==> src/rtl/hw2d_pkg.sv <==
// ----------------------------------------------------------------------------
// hw2d_pkg: shared types and constants of the 2-D Haar wavelet stream
// Payload structs of both channels, pixel and job types, register indexes
// and the default frame limits.
// ----------------------------------------------------------------------------
package hw2d_pkg;

  localparam int CHAN_W   = 8;
  localparam int NUM_CHAN = 3;
  localparam int POS_W    = 9;
  localparam int CFG_W    = 10;
  localparam int CFG_IDX_W = 2;

  // Default limits of the frame geometry.
  localparam int MAX_WIDTH_DEF  = 512;
  localparam int MAX_HEIGHT_DEF = 512;

  // Reset value of both size registers.
  localparam logic [CFG_W-1:0] SIZE_RESET = 10'd512;

  // Register indexes of the configuration port.
  localparam logic [CFG_IDX_W-1:0] CFG_FRAME_WIDTH  = 2'd0;
  localparam logic [CFG_IDX_W-1:0] CFG_FRAME_HEIGHT = 2'd1;

  // Four results leave per pixel pair on an odd row.
  localparam int NUM_RES = 4;
  localparam int SEL_W   = 2;
  localparam logic [SEL_W-1:0] SEL_FIRST = 2'd0;
  localparam logic [SEL_W-1:0] SEL_LAST  = 2'd3;

  typedef logic [CHAN_W-1:0] chan_t;
  typedef logic [POS_W-1:0] pos_t;
  typedef logic [NUM_CHAN-1:0][CHAN_W-1:0] pix_t;

  typedef struct packed {
    chan_t chan0;
    chan_t chan1;
    chan_t chan2;
  } in_t;

  typedef struct packed {
    pos_t  out_row;
    pos_t  out_col;
    chan_t res0;
    chan_t res1;
    chan_t res2;
    logic  run_end;
  } out_t;

  // One vertical job: row-transformed pair of the odd row and its positions.
  typedef struct packed {
    pos_t r0;
    pos_t r1;
    pos_t c0;
    pos_t c1;
    pix_t lo;
    pix_t hi;
  } job_t;

endpackage

==> src/rtl/hw2d_lane.sv <==
// ----------------------------------------------------------------------------
// hw2d_lane: one channel of the Haar pair rule
// Gives low = floor((a + b) / 2) and high = |low - a| for one 8-bit channel.
// ----------------------------------------------------------------------------
module hw2d_lane (
  input  hw2d_pkg::chan_t a_i,
  input  hw2d_pkg::chan_t b_i,
  output hw2d_pkg::chan_t low_o,
  output hw2d_pkg::chan_t high_o
);

  logic [hw2d_pkg::CHAN_W:0] sum;

  // The sum keeps its carry so the halving is exact.
  assign sum   = {1'b0, a_i} + {1'b0, b_i};
  assign low_o = sum[hw2d_pkg::CHAN_W:1];

  // Absolute difference against the first operand.
  assign high_o = (low_o >= a_i) ? (low_o - a_i) : (a_i - low_o);

endmodule

==> config.mk <==
export PLATFORM = sky130hd
export DESIGN_NAME = hw2d_lane
export DESIGN_NICKNAME = d
export VERILOG_FILES = /design/src/rtl/hw2d_pkg.sv /design/src/rtl/hw2d_lane.sv
export SDC_FILE = /design/constraint.sdc
export NUM_CORES = 1
export LEC_CHECK = 0
export ABC_CLOCK_PERIOD_IN_PS = 4700
export BUFFER_PORTS_ARGS = -buffer_cell sky130_fd_sc_hd__buf_2
export CORE_UTILIZATION = 50
export DETAILED_ROUTE_END_ITERATION = 8
export GPL_ROUTABILITY_DRIVEN = 0
export PLACE_DENSITY = 0.77
export SYNTH_ARGS = -nofsm -noshare
export SYNTH_HDL_FRONTEND = slang
export SYNTH_SLANG_ARGS = --single-unit
==> constraint.sdc <==
create_clock -name vclk -period 4.7
set_input_delay 0.235 -clock vclk [all_inputs]
set_output_delay 0.235 -clock vclk [all_outputs]
set_load 0.05 [all_outputs]
==> flow_summary_export.csv, run 1 <==
group,metric,value,unit
sta,slew_headroom,52.7,%
sta,tns,0,ns
final_layout,fillerInstances,188,
synth,yosysSeqAreaShare,0,%
worst_setup_path,worstSetupPathType,"in2out",
synth,syn_nets,183,
power_and_ir_drop,ir_worst_vdd,285,uV
power_and_ir_drop,powerDensity,406,nW/um^2
power_and_ir_drop,combPwrFrac,100.0,%
floorplan,num_rows,16,
drt,drt_first_iter_violations,25,
sta,max_freq,0.233,GHz
floorplan,die_h,48.9,um
power_and_ir_drop,p_int,161,uW
final_layout,multiInputGateArea,1010,um^2
floorplan,die-area,2390,um^2
cts,cts_hold_buf,0,
sta,drv_slew,0,
global_route,grt_usage,22.0,%
floorplan,start_util,54.5,%
global_route,grt_max_degree,10,
power_and_ir_drop,sequentialPowerShare,0,%
power_and_ir_drop,p_leak,0.000677,uW
drt,drtPass1Iterations,4,
drt,vias,1132,
power_and_ir_drop,power_frac_clock,0,%
synth,synth_area,1100,um^2
final_layout,antenna_cells,0,
status,status,"complete, no violations",
final_layout,drive_above_1_share,25.3,%
drt,wirelength,2.59,mm
worst_setup_path,crit_arrival,4.05,ns
worst_hold_path,hold_path_class,"in2out",
drt,antenna_left,0,
synth,avgSynthCellArea,7.59,um^2
final_layout,nNetsFinal,214,
synth,yosysWarnings,0,
drt,wl_per_cell,12.9,um
floorplan,die_w,48.9,um
final_layout,design.seq.count,0,
worst_setup_path,crit_required,4.47,ns
power_and_ir_drop,switching_share,69.2,%
power_and_ir_drop,p_sw,361,uW
floorplan,ios,32,
final_layout,nClkBuffers,0,
sta,tightest_slew,0.691,ns
worst_setup_path,cp_max_fo,6,
synth,yosysUniqueCellTypes,44,
job,maxCapViolations,0,
global_route,grt_pass1_vias,1043,
global_route,gr-total-overflow,0,
cts,cts_resized,0,
sta,setup_viol,0,
final_layout,synthToLayoutAreaGrowth,16.9,%
floorplan,core,2020,um^2
final_layout,fin_util,63.7,%
worst_setup_path,critPathLaunchType,"input pin",
placed_design,io_buffers,32,
sta,fin_crit_sh,91.2,%
synth,synthCells,145,
sta,rsz0062_at_grt,"false",
drt,vias_per_cell,5.63,
worst_setup_path,worstSetupEndpointType,"primary output",
placed_design,place_hpwl,2.26,mm
sta,finalHoldViolations,0,
final_layout,ff_latch_area,0,um^2
sta,layout_min_cycle_time,4.29,ns
drt,drc,0,
cts,post_cts_buffers,0,
global_route,grt_antenna_before_repair,0,
global_route,grt_pass1_wl,4.40,mm
## cells in the mapped netlist, drive strengths merged (3+ instances only)
master  instances  area (um^2)
a21o            6         45.0
a21oi          11         58.8
buf             3         15.0
fa              3         60.1
ha             19          238
inv            23         86.3
mux2i           4         40.0
nand2           8         30.0
nand2b          3         18.8
nand4           3         18.8
nor2            5         18.8
nor2b           3         18.8
nor4            3         25.0
o21ai           8         43.8
xnor2           9         97.6
xor2            5         43.8
## worst paths after layout
check / start / depth (start not counted) / slack [ns] / endpoint
worst min-delay path: b_i[7] / 4 / 1.03 / low_o[7]
worst max-delay path: a_i[2] / 16 / 0.41 / high_o[6]
## power by group through the flow
| stage | Clock (uW) | Sequential, uW | Combinational, uW |
|---|---|---|---|
| floorplan | 0 | 0 | 420 |
| global placement | 0 | 0 | 514 |
| detailed placement | 0 | 0 | 520 |
| CTS | 0 | 0 | 521 |
| global route | 0 | 0 | 558 |
| finish | 0 | 0 | 523 |
## cell families after synthesis
logic type / after synthesis / synth area share [%]
xor+xnor: 14 / 12.8
simple gates: 37 / 20.0
mux: 5 / 4.66
fa+ha+maj: 22 / 27.0
buf+inv: 26 / 9.20
compound gates: 41 / 26.3
## per-stage QoR
stage	setup WS [ns]	instance area [um^2]	power (uW)	instances	hold slack (ns)
after floorplan	0.164	1110	420	145	0.832
after global placement	0.577	1290	514	201	1.02
after detailed placement	0.451	1290	520	201	1.04
after CTS	0.446	1290	521	201	1.04
after global routing	0.176	1290	558	201	1.05
final	0.411	1290	523	201	1.03
## final cells by class
cell class	count	share of cell area, %
multi-input combinational	119	78.2
tap	27	2.62
inverter	23	6.71
timing repair buffer	32	12.4
## placed cells by master (no fill, tap or decap), types with 4 or more instances in the layout
cell / count
a21o_1: 6
a21oi_1: 10
buf_2: 32
ha_1: 19
inv_1: 22
mux2i_1: 4
nand2_1: 8
nor2_1: 5
o21ai_0: 7
xnor2_1: 7
xor2_1: 5
## routing by layer
metal | wire [um] | global-route usage [%] | part of all wire (%) | vias to the layer above
met1 | 1240 | 30.1 | 48 | 518
li1 | - | - | - | 581
met5 | 0 | 0 | 0 | -
met2 | 1250 | 39.4 | 48 | 31
met3 | 83 | 0.623 | 3.2 | 2
met4 | 8 | 2.45 | 0.31 | 0
## critical path, cell delays in order
cell and delay [ns]:
buf_2 0.12, ha_1 0.34, a21oi_1 0.24, and2_1 0.21, o21ai_0 0.20, a21o_1 0.24
a21oi_1 0.30, xnor2_2 0.16, ha_1 0.32, and4_4 0.19, a41o_1 0.25, a21oi_2 0.21
o21ai_2 0.13, o41ai_1 0.47, xnor2_1 0.16, buf_2 0.28
Power figures use the tool's default switching activity.
==> run 2, diff against run 1 <==
--- a/config.mk
+++ b/config.mk
@@ -7,10 +7,9 @@
 export LEC_CHECK = 0
 export ABC_CLOCK_PERIOD_IN_PS = 4700
 export BUFFER_PORTS_ARGS = -buffer_cell sky130_fd_sc_hd__buf_2
-export CORE_UTILIZATION = 50
+export CORE_UTILIZATION = 35
 export DETAILED_ROUTE_END_ITERATION = 8
 export GPL_ROUTABILITY_DRIVEN = 0
-export PLACE_DENSITY = 0.77
 export SYNTH_ARGS = -nofsm -noshare
 export SYNTH_HDL_FRONTEND = slang
 export SYNTH_SLANG_ARGS = --single-unit
==> run 2 against run 1 <==
Flip-flop and latch count stayed put. Cell area is 1.5% higher. First-iteration DRC count is 48% higher. Largest cell class unchanged. Hold slack worse by 0.0098 ns. Setup slack worse by 0.042 ns. Global-route usage is 5.7 points lower. Critical path type unchanged. Power is 0.35% higher. Via count is 1.8% lower. Combinational power hardly changed.
==> flow_summary_export.csv, run 2 (same netlist as run 1, synthesis figures left out) <==
group,metric,value,unit
drt,drc,0,
power_and_ir_drop,power_frac_clock,0,%
sta,tightest_slew,0.601,ns
worst_setup_path,crit_arrival,4.10,ns
worst_setup_path,worstSetupPathType,"in2out",
floorplan,ios,32,
final_layout,nClkBuffers,0,
final_layout,layoutNonFillerInstCount,216,
floorplan,die-area,3370,um^2
power_and_ir_drop,ir_worst_vdd,189,uV
worst_hold_path,hold_path_class,"in2out",
worst_setup_path,cp.depth,16,
final_layout,antenna_cells,0,
sta,drv_slew,0,
power_and_ir_drop,sequentialPowerShare,0,%
placed_design,postPlaceCellArea,1310,um^2
final_layout,design.seq.count,0,
worst_setup_path,critPathTopFamily,"compound AO/OA/AOI/OAI gates",
sta,fin_crit_sh,92.1,%
cts,cts_resized,0,
final_layout,multiInputGateArea,1010,um^2
global_route,grt_antenna_before_repair,0,
sta,max_freq,0.231,GHz
final_layout,most-common-layout-cells,"buf_2, inv_1, ha_1",
floorplan,num_rows,19,
sta,setup_viol,0,
worst_setup_path,cp-startpoint,"a_i[2]",
power_and_ir_drop,p_total,524,uW
power_and_ir_drop,p_leak,0.000677,uW
placed_design,post-place-cells,216,
drt,vias,1112,
worst_setup_path,crit_required,4.47,ns
floorplan,core,2880,um^2
drt,drt_first_iter_violations,37,
final_layout,nNetsFinal,214,
job,maxCapViolations,0,
placed_design,place_hpwl,2.36,mm
worst_setup_path,crit_buf_inv,2,
global_route,grt_usage,16.3,%
worst_setup_path,crit_path_max_incr_delay,0.45,ns
placed_design,io_buffers,32,
final_layout,design_area,1310,um^2
worst_setup_path,critPathLaunchType,"input pin",
power_and_ir_drop,p_sw,363,uW
final_layout,layout_commonest_cell,"buf_2",
floorplan,die_h,58.1,um
final_layout,ff_latch_area,0,um^2
sta,finalHoldViolations,0,
worst_setup_path,crit_end,"high_o[6]",
cts,cts_hold_buf,0,
sta,tns,0,ns
status,status,"complete, no violations",
sta,slew_headroom,58.9,%
final_layout,fillerInstances,298,
drt,drtPass1Iterations,4,
floorplan,die_w,58.1,um
power_and_ir_drop,switching_share,69.2,%
worst_setup_path,crit_chain,"buf_2 -> ha_1 -> a21oi_1 -> and2_1 -> o21ai_0 -> a21o_1 -> a21oi_1 -> xnor2_2 -> ha_1 -> and4_4 -> a41o_1 -> a21oi_2 -> o21ai_2 -> o41ai_1 -> xnor2_1 -> buf_2",
sta,layout_min_cycle_time,4.33,ns
global_route,grt_max_degree,10,
worst_setup_path,worstSetupEndpointType,"primary output",
final_layout,synthToLayoutAreaGrowth,18.6,%
global_route,grt_pass1_wl,4.52,mm
power_and_ir_drop,p_int,161,uW
floorplan,start_util,38.3,%
drt,vias_per_cell,5.15,
worst_setup_path,crit_path_top_delay_cell,"o41ai_1",
worst_setup_path,cp_max_fo,6,
power_and_ir_drop,combPwrFrac,100.0,%
sta,rsz0062_at_grt,"false",
cts,post_cts_buffers,0,
power_and_ir_drop,powerDensity,402,nW/um^2
global_route,gr-total-overflow,0,
global_route,grt_pass1_vias,1090,
drt,wl_per_cell,12.5,um
final_layout,drive_above_1_share,25.3,%
drt,antenna_left,0,
drt,wirelength,2.70,mm
==> run 2: cell counts in the layout (fill, tap and decap cells not counted) <==
Identical to the previous run, type by type.
==> run 2: per-stage QoR <==
step           util, %  hold slack, ns  setup WS (ns)
2_1_floorplan        -           0.832          0.164
3_3_place_gp      45.4            1.03          0.498
3_5_place_dp      45.4            1.03          0.398
4_1_cts           45.4            1.03          0.382
5_1_grt           45.4            1.06          0.121
6_report          45.4            1.02          0.369
==> run 2: power groups by stage <==
stage	Combinational (uW)	Clock [uW]	Sequential, uW
finish	524	0	0
global route	560	0	0
CTS	526	0	0
detailed placement	524	0	0
global placement	521	0	0
floorplan	420	0	0
==> run 2: worst min path at each step <==
stage                 from  cells after the start         to
floorplan           a_i[0]                      3  high_o[0]
CTS                 b_i[7]                      4   low_o[7]
detailed placement  b_i[7]                      4   low_o[7]
finish              b_i[7]                      4   low_o[7]
global route        b_i[7]                      4   low_o[7]
global placement    b_i[7]                      4   low_o[7]
==> run 2: final cells by class <==
class                           instances  area share [%]
Inverter                               23            6.61
Timing Repair Buffer                   32            12.3
Multi-Input combinational cell        119            77.1
Tap cell                               42            4.02
==> run 2: per-layer routing <==
layer  part of all wire, %  global-route usage [%]  vias to the layer above
li1                      -                       -                      579
met2                    50                    30.9                       32
met5                     0                       0                        -
met1                    46                    21.1                      501
met4                     0                   0.680                        0
met3                   4.1                    1.12                        0
