File: config.mk
export PLATFORM = sky130hd
export DESIGN_NAME = hw2d_merge
export DESIGN_NICKNAME = d
export VERILOG_FILES = /design/src/rtl/hw2d_pkg.sv /design/src/rtl/hw2d_lane.sv /design/src/rtl/hw2d_merge.sv
export SDC_FILE = /design/constraint.sdc
export NUM_CORES = 1
export LEC_CHECK = 0
export BUFFER_PORTS_ARGS = -buffer_cell sky130_fd_sc_hd__buf_2
export CAP_MARGIN = 20
export CORE_UTILIZATION = 55
export CTS_CLUSTER_SIZE = 14
export DETAILED_ROUTE_END_ITERATION = 10
export PLACE_DENSITY = 0.76
export SETUP_SLACK_MARGIN = 0.5
export SYNTH_ARGS = -nofsm -noshare
export SYNTH_HDL_FRONTEND = slang
export SYNTH_SLANG_ARGS = --single-unit
File: constraint.sdc
create_clock -name clk_i -period 6 [get_ports clk_i]
set_input_delay 0.9 -clock clk_i [delete_from_list [all_inputs] [get_ports clk_i]]
set_output_delay 0.9 -clock clk_i [all_outputs]
set_load 0.01 [all_outputs]
File: src/rtl/hw2d_pkg.sv
// ----------------------------------------------------------------------------
// hw2d_pkg: shared types and constants of the 2-D Haar wavelet stream
// Payload structs of both channels, pixel and job types, register indexes
// and the default frame limits.
// ----------------------------------------------------------------------------
package hw2d_pkg;

  localparam int CHAN_W   = 8;
  localparam int NUM_CHAN = 3;
  localparam int POS_W    = 9;
  localparam int CFG_W    = 10;
  localparam int CFG_IDX_W = 2;

  // Default limits of the frame geometry.
  localparam int MAX_WIDTH_DEF  = 512;
  localparam int MAX_HEIGHT_DEF = 512;

  // Reset value of both size registers.
  localparam logic [CFG_W-1:0] SIZE_RESET = 10'd512;

  // Register indexes of the configuration port.
  localparam logic [CFG_IDX_W-1:0] CFG_FRAME_WIDTH  = 2'd0;
  localparam logic [CFG_IDX_W-1:0] CFG_FRAME_HEIGHT = 2'd1;

  // Four results leave per pixel pair on an odd row.
  localparam int NUM_RES = 4;
  localparam int SEL_W   = 2;
  localparam logic [SEL_W-1:0] SEL_FIRST = 2'd0;
  localparam logic [SEL_W-1:0] SEL_LAST  = 2'd3;

  typedef logic [CHAN_W-1:0] chan_t;
  typedef logic [POS_W-1:0] pos_t;
  typedef logic [NUM_CHAN-1:0][CHAN_W-1:0] pix_t;

  typedef struct packed {
    chan_t chan0;
    chan_t chan1;
    chan_t chan2;
  } in_t;

  typedef struct packed {
    pos_t  out_row;
    pos_t  out_col;
    chan_t res0;
    chan_t res1;
    chan_t res2;
    logic  run_end;
  } out_t;

  // One vertical job: row-transformed pair of the odd row and its positions.
  typedef struct packed {
    pos_t r0;
    pos_t r1;
    pos_t c0;
    pos_t c1;
    pix_t lo;
    pix_t hi;
  } job_t;

endpackage

File: src/rtl/hw2d_lane.sv
// ----------------------------------------------------------------------------
// hw2d_lane: one channel of the Haar pair rule
// Gives low = floor((a + b) / 2) and high = |low - a| for one 8-bit channel.
// ----------------------------------------------------------------------------
module hw2d_lane (
  input  hw2d_pkg::chan_t a_i,
  input  hw2d_pkg::chan_t b_i,
  output hw2d_pkg::chan_t low_o,
  output hw2d_pkg::chan_t high_o
);

  logic [hw2d_pkg::CHAN_W:0] sum;

  // The sum keeps its carry so the halving is exact.
  assign sum   = {1'b0, a_i} + {1'b0, b_i};
  assign low_o = sum[hw2d_pkg::CHAN_W:1];

  // Absolute difference against the first operand.
  assign high_o = (low_o >= a_i) ? (low_o - a_i) : (a_i - low_o);

endmodule

File: src/rtl/hw2d_merge.sv
// ----------------------------------------------------------------------------
// hw2d_merge: vertical stage and result sequencer
// Runs the vertical Haar rule in three channel lanes and merges the lanes
// into the four quadrant results, which leave one per cycle unless stalled.
// ----------------------------------------------------------------------------
module hw2d_merge (
  input  logic             clk_i,
  input  logic             rst_ni,
  input  logic             job_valid_i,
  input  hw2d_pkg::job_t   job_i,
  output logic             job_ready_o,
  input  hw2d_pkg::pix_t   top_lo_i,
  input  hw2d_pkg::pix_t   top_hi_i,
  output logic             out_valid_o,
  input  logic             out_stall_i,
  output hw2d_pkg::out_t   out_o
);

  hw2d_pkg::job_t job_q;
  hw2d_pkg::out_t res_q [hw2d_pkg::NUM_RES];
  hw2d_pkg::out_t res_d [hw2d_pkg::NUM_RES];
  logic pend_q, pend_d;
  logic busy_q, busy_d;
  logic [hw2d_pkg::SEL_W-1:0] sel_q, sel_d;
  logic out_fire, load, job_take;
  hw2d_pkg::pix_t ll, lh, hl, hh;

  // Handshake of the result buffer and of the pending job.
  assign out_fire    = busy_q & ~out_stall_i;
  assign load        = pend_q & (~busy_q | (out_fire & (sel_q == hw2d_pkg::SEL_LAST)));
  assign job_ready_o = ~pend_q | load;
  assign job_take    = job_valid_i & job_ready_o;

  // Vertical lanes: the stored top row plays the first operand.
  for (genvar k = 0; k < hw2d_pkg::NUM_CHAN; k++) begin : g_lane
    hw2d_lane u_low (
      .a_i    (top_lo_i[k]),
      .b_i    (job_q.lo[k]),
      .low_o  (ll[k]),
      .high_o (lh[k])
    );
    hw2d_lane u_high (
      .a_i    (top_hi_i[k]),
      .b_i    (job_q.hi[k]),
      .low_o  (hl[k]),
      .high_o (hh[k])
    );
  end

  // Merge the lanes into the quadrant results in output order.
  always_comb begin
    res_d[0].out_row = job_q.r0;
    res_d[0].out_col = job_q.c0;
    res_d[0].res0    = ll[0];
    res_d[0].res1    = ll[1];
    res_d[0].res2    = ll[2];
    res_d[0].run_end = 1'b0;
    res_d[1].out_row = job_q.r0;
    res_d[1].out_col = job_q.c1;
    res_d[1].res0    = hl[0];
    res_d[1].res1    = hl[1];
    res_d[1].res2    = hl[2];
    res_d[1].run_end = 1'b0;
    res_d[2].out_row = job_q.r1;
    res_d[2].out_col = job_q.c0;
    res_d[2].res0    = lh[0];
    res_d[2].res1    = lh[1];
    res_d[2].res2    = lh[2];
    res_d[2].run_end = 1'b0;
    res_d[3].out_row = job_q.r1;
    res_d[3].out_col = job_q.c1;
    res_d[3].res0    = hh[0];
    res_d[3].res1    = hh[1];
    res_d[3].res2    = hh[2];
    res_d[3].run_end = 1'b1;
  end

  // Payload registers.
  always_ff @(posedge clk_i) begin
    if (job_take) begin
      job_q <= job_i;
    end
    if (load) begin
      res_q <= res_d;
    end
  end

  // Next state of the pending flag and the result sequencer.
  always_comb begin
    pend_d = pend_q;
    busy_d = busy_q;
    sel_d  = sel_q;
    if (job_take) begin
      pend_d = 1'b1;
    end else if (load) begin
      pend_d = 1'b0;
    end
    if (load) begin
      busy_d = 1'b1;
      sel_d  = hw2d_pkg::SEL_FIRST;
    end else if (out_fire) begin
      sel_d = sel_q + 1'b1;
      if (sel_q == hw2d_pkg::SEL_LAST) begin
        busy_d = 1'b0;
      end
    end
  end

  always_ff @(posedge clk_i or negedge rst_ni) begin
    if (!rst_ni) begin
      pend_q <= 1'b0;
      busy_q <= 1'b0;
      sel_q  <= hw2d_pkg::SEL_FIRST;
    end else begin
      pend_q <= pend_d;
      busy_q <= busy_d;
      sel_q  <= sel_d;
    end
  end

  assign out_valid_o = busy_q;
  assign out_o       = res_q[sel_q];

endmodule

==> metrics.json <==
{
  "period_minus_slack": {"value": 4276, "unit": "ps"},
  "async_flop_share": {"value": 1.818, "unit": "%"},
  "numClockSinks": {"value": 220},
  "place_hpwl": {"value": 23040, "unit": "um"},
  "ioPinCount": {"value": 181},
  "crit_path_start_kind": {"value": "input port"},
  "cellLeakagePower": {"value": 6.498, "unit": "nW"},
  "maxCapViolCount": {"value": 0},
  "power_density": {"value": 411.8, "unit": "nW/um^2"},
  "post_synth_num_cell_types": {"value": 73},
  "crit_path_max_fanout": {"value": 8},
  "synth.yosys.warnings": {"value": 0},
  "timing_worst_slew_pin_value": {"value": 947.0, "unit": "ps"},
  "finalWeightedCongestion": {"value": 0.9095},
  "routed_wl": {"value": 30520, "unit": "um"},
  "post_cts.repair.setup_buffers": {"value": 0},
  "globalRouteTotalUtil": {"value": 23.48, "unit": "%"},
  "layout_worst_path_cycle_share": {"value": 71.26, "unit": "%"},
  "grt_antenna_before_repair": {"value": 1},
  "route.antenna.remaining_nets": {"value": 0},
  "crit_arrival": {"value": 4530, "unit": "ps"},
  "headroom_to_the_max_slew_limit": {"value": 36.87, "unit": "%"},
  "grt_pass1_wl": {"value": 48330, "unit": "um"},
  "synth_sequential_area_ratio": {"value": 47.40, "unit": "%"},
  "synth.ff_latch_count": {"value": 220},
  "worst_clock_skew_on_the_final_layout": {"value": 21.33, "unit": "ps"},
  "detailroute.via_count": {"value": 9638},
  "ys_dominant_reg_cell": {"value": "edfxtp_1"},
  "drtIter0Drc": {"value": 625},
  "worst_path_cell_trace": {"value": "buf_2 > ha_1 > a21oi_1 > o21ai_0 > a21o_1 > a21oi_1 > xnor2_1 > ha_1 > and4_1 > a41o_1 > a21oi_2 > nand2b_1 > o32ai_1 > xnor2_1"},
  "number_of_buffers_created_by_cts": {"value": 24},
  "initial_util": {"value": 56.64, "unit": "%"},
  "num-nets-final": {"value": 1605},
  "whs": {"value": 168.0, "unit": "ps"},
  "post_route_cells_drive_above_1_share": {"value": 22.63, "unit": "%"},
  "numPortBuffers": {"value": 180},
  "clock_tree.root_cell": {"value": "clkbuf_16"},
  "unrepaired_setup_endpoints_after_global_routing": {"value": "no"},
  "fp-row-count": {"value": 57},
  "first_global_vias": {"value": 9515},
  "hold_buffers": {"value": 0},
  "chipHeight": {"value": 160.9, "unit": "um"},
  "clock.fmax": {"value": 233.9, "unit": "MHz"},
  "post_synth_inst_count": {"value": 1155},
  "wire_per_inst": {"value": 18.17, "unit": "um"},
  "final.fill_count": {"value": 1914},
  "detail_route.drc_violations": {"value": 0},
  "worst-endpoint-required": {"value": 6250, "unit": "ps"},
  "run_status": {"value": "completed"},
  "ctsHtreeMaxLevel": {"value": 1},
  "post-layout-total-power": {"value": 6.535, "unit": "mW"},
  "skew_pair_late_insertion_delay": {"value": 520, "unit": "ps"},
  "gr-total-overflow": {"value": 0},
  "worstSetupEndpointType": {"value": "register"},
  "hold_path_class": {"value": "in2async"},
  "mappedNetlistArea": {"value": 13890, "unit": "sq um"},
  "finalSetupViolCount": {"value": 0},
  "cts_resized": {"value": 0},
  "max-vdd-ir-drop": {"value": 301.9, "unit": "uV"},
  "clk_pin_slew_worst_paths": {"value": 60, "unit": "ps"},
  "worstSetupStartpoint": {"value": "top_lo_i[20]"},
  "count_of_flip_flops_with_a_built_in_enable_after_synthesis": {"value": 216},
  "clockBufferDepth": {"value": 3},
  "number_of_vias_per_cell_after_detailed_routing": {"value": 5.737},
  "crit_path_max_incr_delay": {"value": 440, "unit": "ps"},
  "die_w": {"value": 160.9, "unit": "um"},
  "worstReg2RegStart": {"value": "job_q[44]$_DFFE_PP_"},
  "slew_violations": {"value": 0},
  "timing.setup.tns": {"value": 0, "unit": "ps"},
  "tritoncts_clock_tree": {"value": "done"},
  "number_of_nets_in_the_synthesized_netlist": {"value": 1425},
  "avgSynthCellArea": {"value": 12.03, "unit": "sq um"},
  "critPathKind": {"value": "in2reg"},
  "largest_net_degree_at_the_start_of_global_routing": {"value": 79},
  "fp.dieArea": {"value": 25900, "unit": "sq um"},
  "area_growth": {"value": 14.20, "unit": "%"},
  "core_area": {"value": 24530, "unit": "sq um"},
  "critPathSlowestCell": {"value": "ha_1"},
  "report.final.hold_viol_count": {"value": 0},
  "fin_util": {"value": 64.68, "unit": "%"},
  "firstDrtPassIters": {"value": 5}
}
-- sequential cells by signal, indices dropped and copies added, names as in the netlist --
register	flops
job_q	84
out_valid_o	1
pend_q	1
res_q	132
sel_q	2
-- kinds of logic (layout without fill, tap and decap cells) --
kind of cell	Yosys count	count (layout)	share of synthesized area, %
flip-flops	220	220	47.40
XOR/XNOR	84	84	5.295
other	0	4	0
adder cells (fa/ha/maj)	134	134	13.04
AO/OA/AOI/OAI	255	255	13.01
buffers and inverters	161	358	4.638
AND/OR/NAND/NOR	230	230	9.113
multiplexers	71	71	7.501
-- worst paths after layout --
check                                  endpoint  slack, ps  depth (start not counted)
max                         res_q[50]$_DFFE_PP_       1720                         14
min                          pend_q$_DFFE_PN0P_        170                          1
max reg2reg                 res_q[50]$_DFFE_PP_       1860                         13
min reg2reg                 res_q[25]$_DFFE_PP_        420                          0
max in group asynchronous  sel_q[1]$_DFFE_PN0P_       5700                          1
min in group clk_i          res_q[25]$_DFFE_PP_        420                          0
-- power by group --
| group | switching (mW) | total (mW) | internal [mW] |
|---|---|---|---|
| combinational | 1.60 | 2.84 | 1.24 |
| sequential | 0.128 | 2.27 | 2.14 |
| clock | 0.602 | 1.43 | 0.824 |
| total | 2.33 | 6.53 | 4.21 |
-- routing by layer --
layer	track usage (%)	part of all wire (%)	vias up
li1	-	-	4681
met1	32.24	45	4639
met2	39.83	48	274
met3	3.073	5.4	44
met4	5.017	2.0	0
met5	0	0	-
-- area by class of cell --
cell class	instances	area [sq um]	share of cell area, %
diodes	4	10.01	0.06308
flip-flops and latches	220	6589	41.52
clock inverters	15	143.9	0.9068
multi-input cells	774	6669	42.03
inverters	131	491.7	3.099
clock buffers	28	615.6	3.880
well taps	324	405.4	2.555
repair buffers	184	943.4	5.945
-- placed cells by master (no fill, tap or decap), types with 25 or more instances in the layout --
| cell | n |
|---|---|
| edfxtp_1 | 216 |
| buf_2 | 180 |
| inv_1 | 130 |
| ha_1 | 116 |
| a21oi_1 | 67 |
| xnor2_1 | 59 |
| nand2_1 | 48 |
| nor2_1 | 42 |
| o21ai_0 | 41 |
| a21o_1 | 32 |
| xor2_1 | 25 |
| mux2_2 | 25 |
-- synth_stat cells, types with 7 or more instances --
cell | n | area [sq um]
nor4_1 | 10 | 62.56
edfxtp_1 | 216 | 6486
inv_1 | 130 | 488.0
nand3_1 | 15 | 75.07
nand2b_1 | 18 | 112.6
nor2_1 | 42 | 157.7
a21oi_1 | 67 | 335.3
a221oi_1 | 8 | 70.07
buf_2 | 16 | 80.08
fa_1 | 18 | 360.4
a311oi_1 | 7 | 61.31
nand4_1 | 15 | 93.84
nor3_1 | 11 | 55.05
a21o_1 | 32 | 240.2
o21ai_0 | 41 | 205.2
mux2i_1 | 22 | 220.2
a211o_1 | 8 | 70.07
nor3b_1 | 7 | 52.55
xor2_1 | 25 | 219.0
o21a_1 | 14 | 105.1
ha_1 | 116 | 1451
nand2_1 | 48 | 180.2
xnor2_1 | 59 | 516.8
nor2b_1 | 19 | 118.9
and2_1 | 11 | 68.82
mux4_2 | 24 | 540.5
o21bai_1 | 7 | 52.55
mux2_2 | 25 | 281.5
-- worst max-delay path: cells and delay by family --
kind / cells / cell delay [ps]
AO/OA/AOI/OAI: 7 / 1950
XOR/XNOR: 2 / 290
adder cells (fa/ha/maj): 2 / 780
buffers and inverters: 1 / 130
AND/OR/NAND/NOR: 2 / 470
-- stage by stage --
step	worst slack, ps	area, sq um	instances
detailed placement	1237	15100	1633
CTS	1786	15860	1676
global placement	1337	15100	1633
floorplan	1244	13890	1155
finish	1724	15870	1680
global route	1531	15860	1676
(Power assumes the default switching activity.)
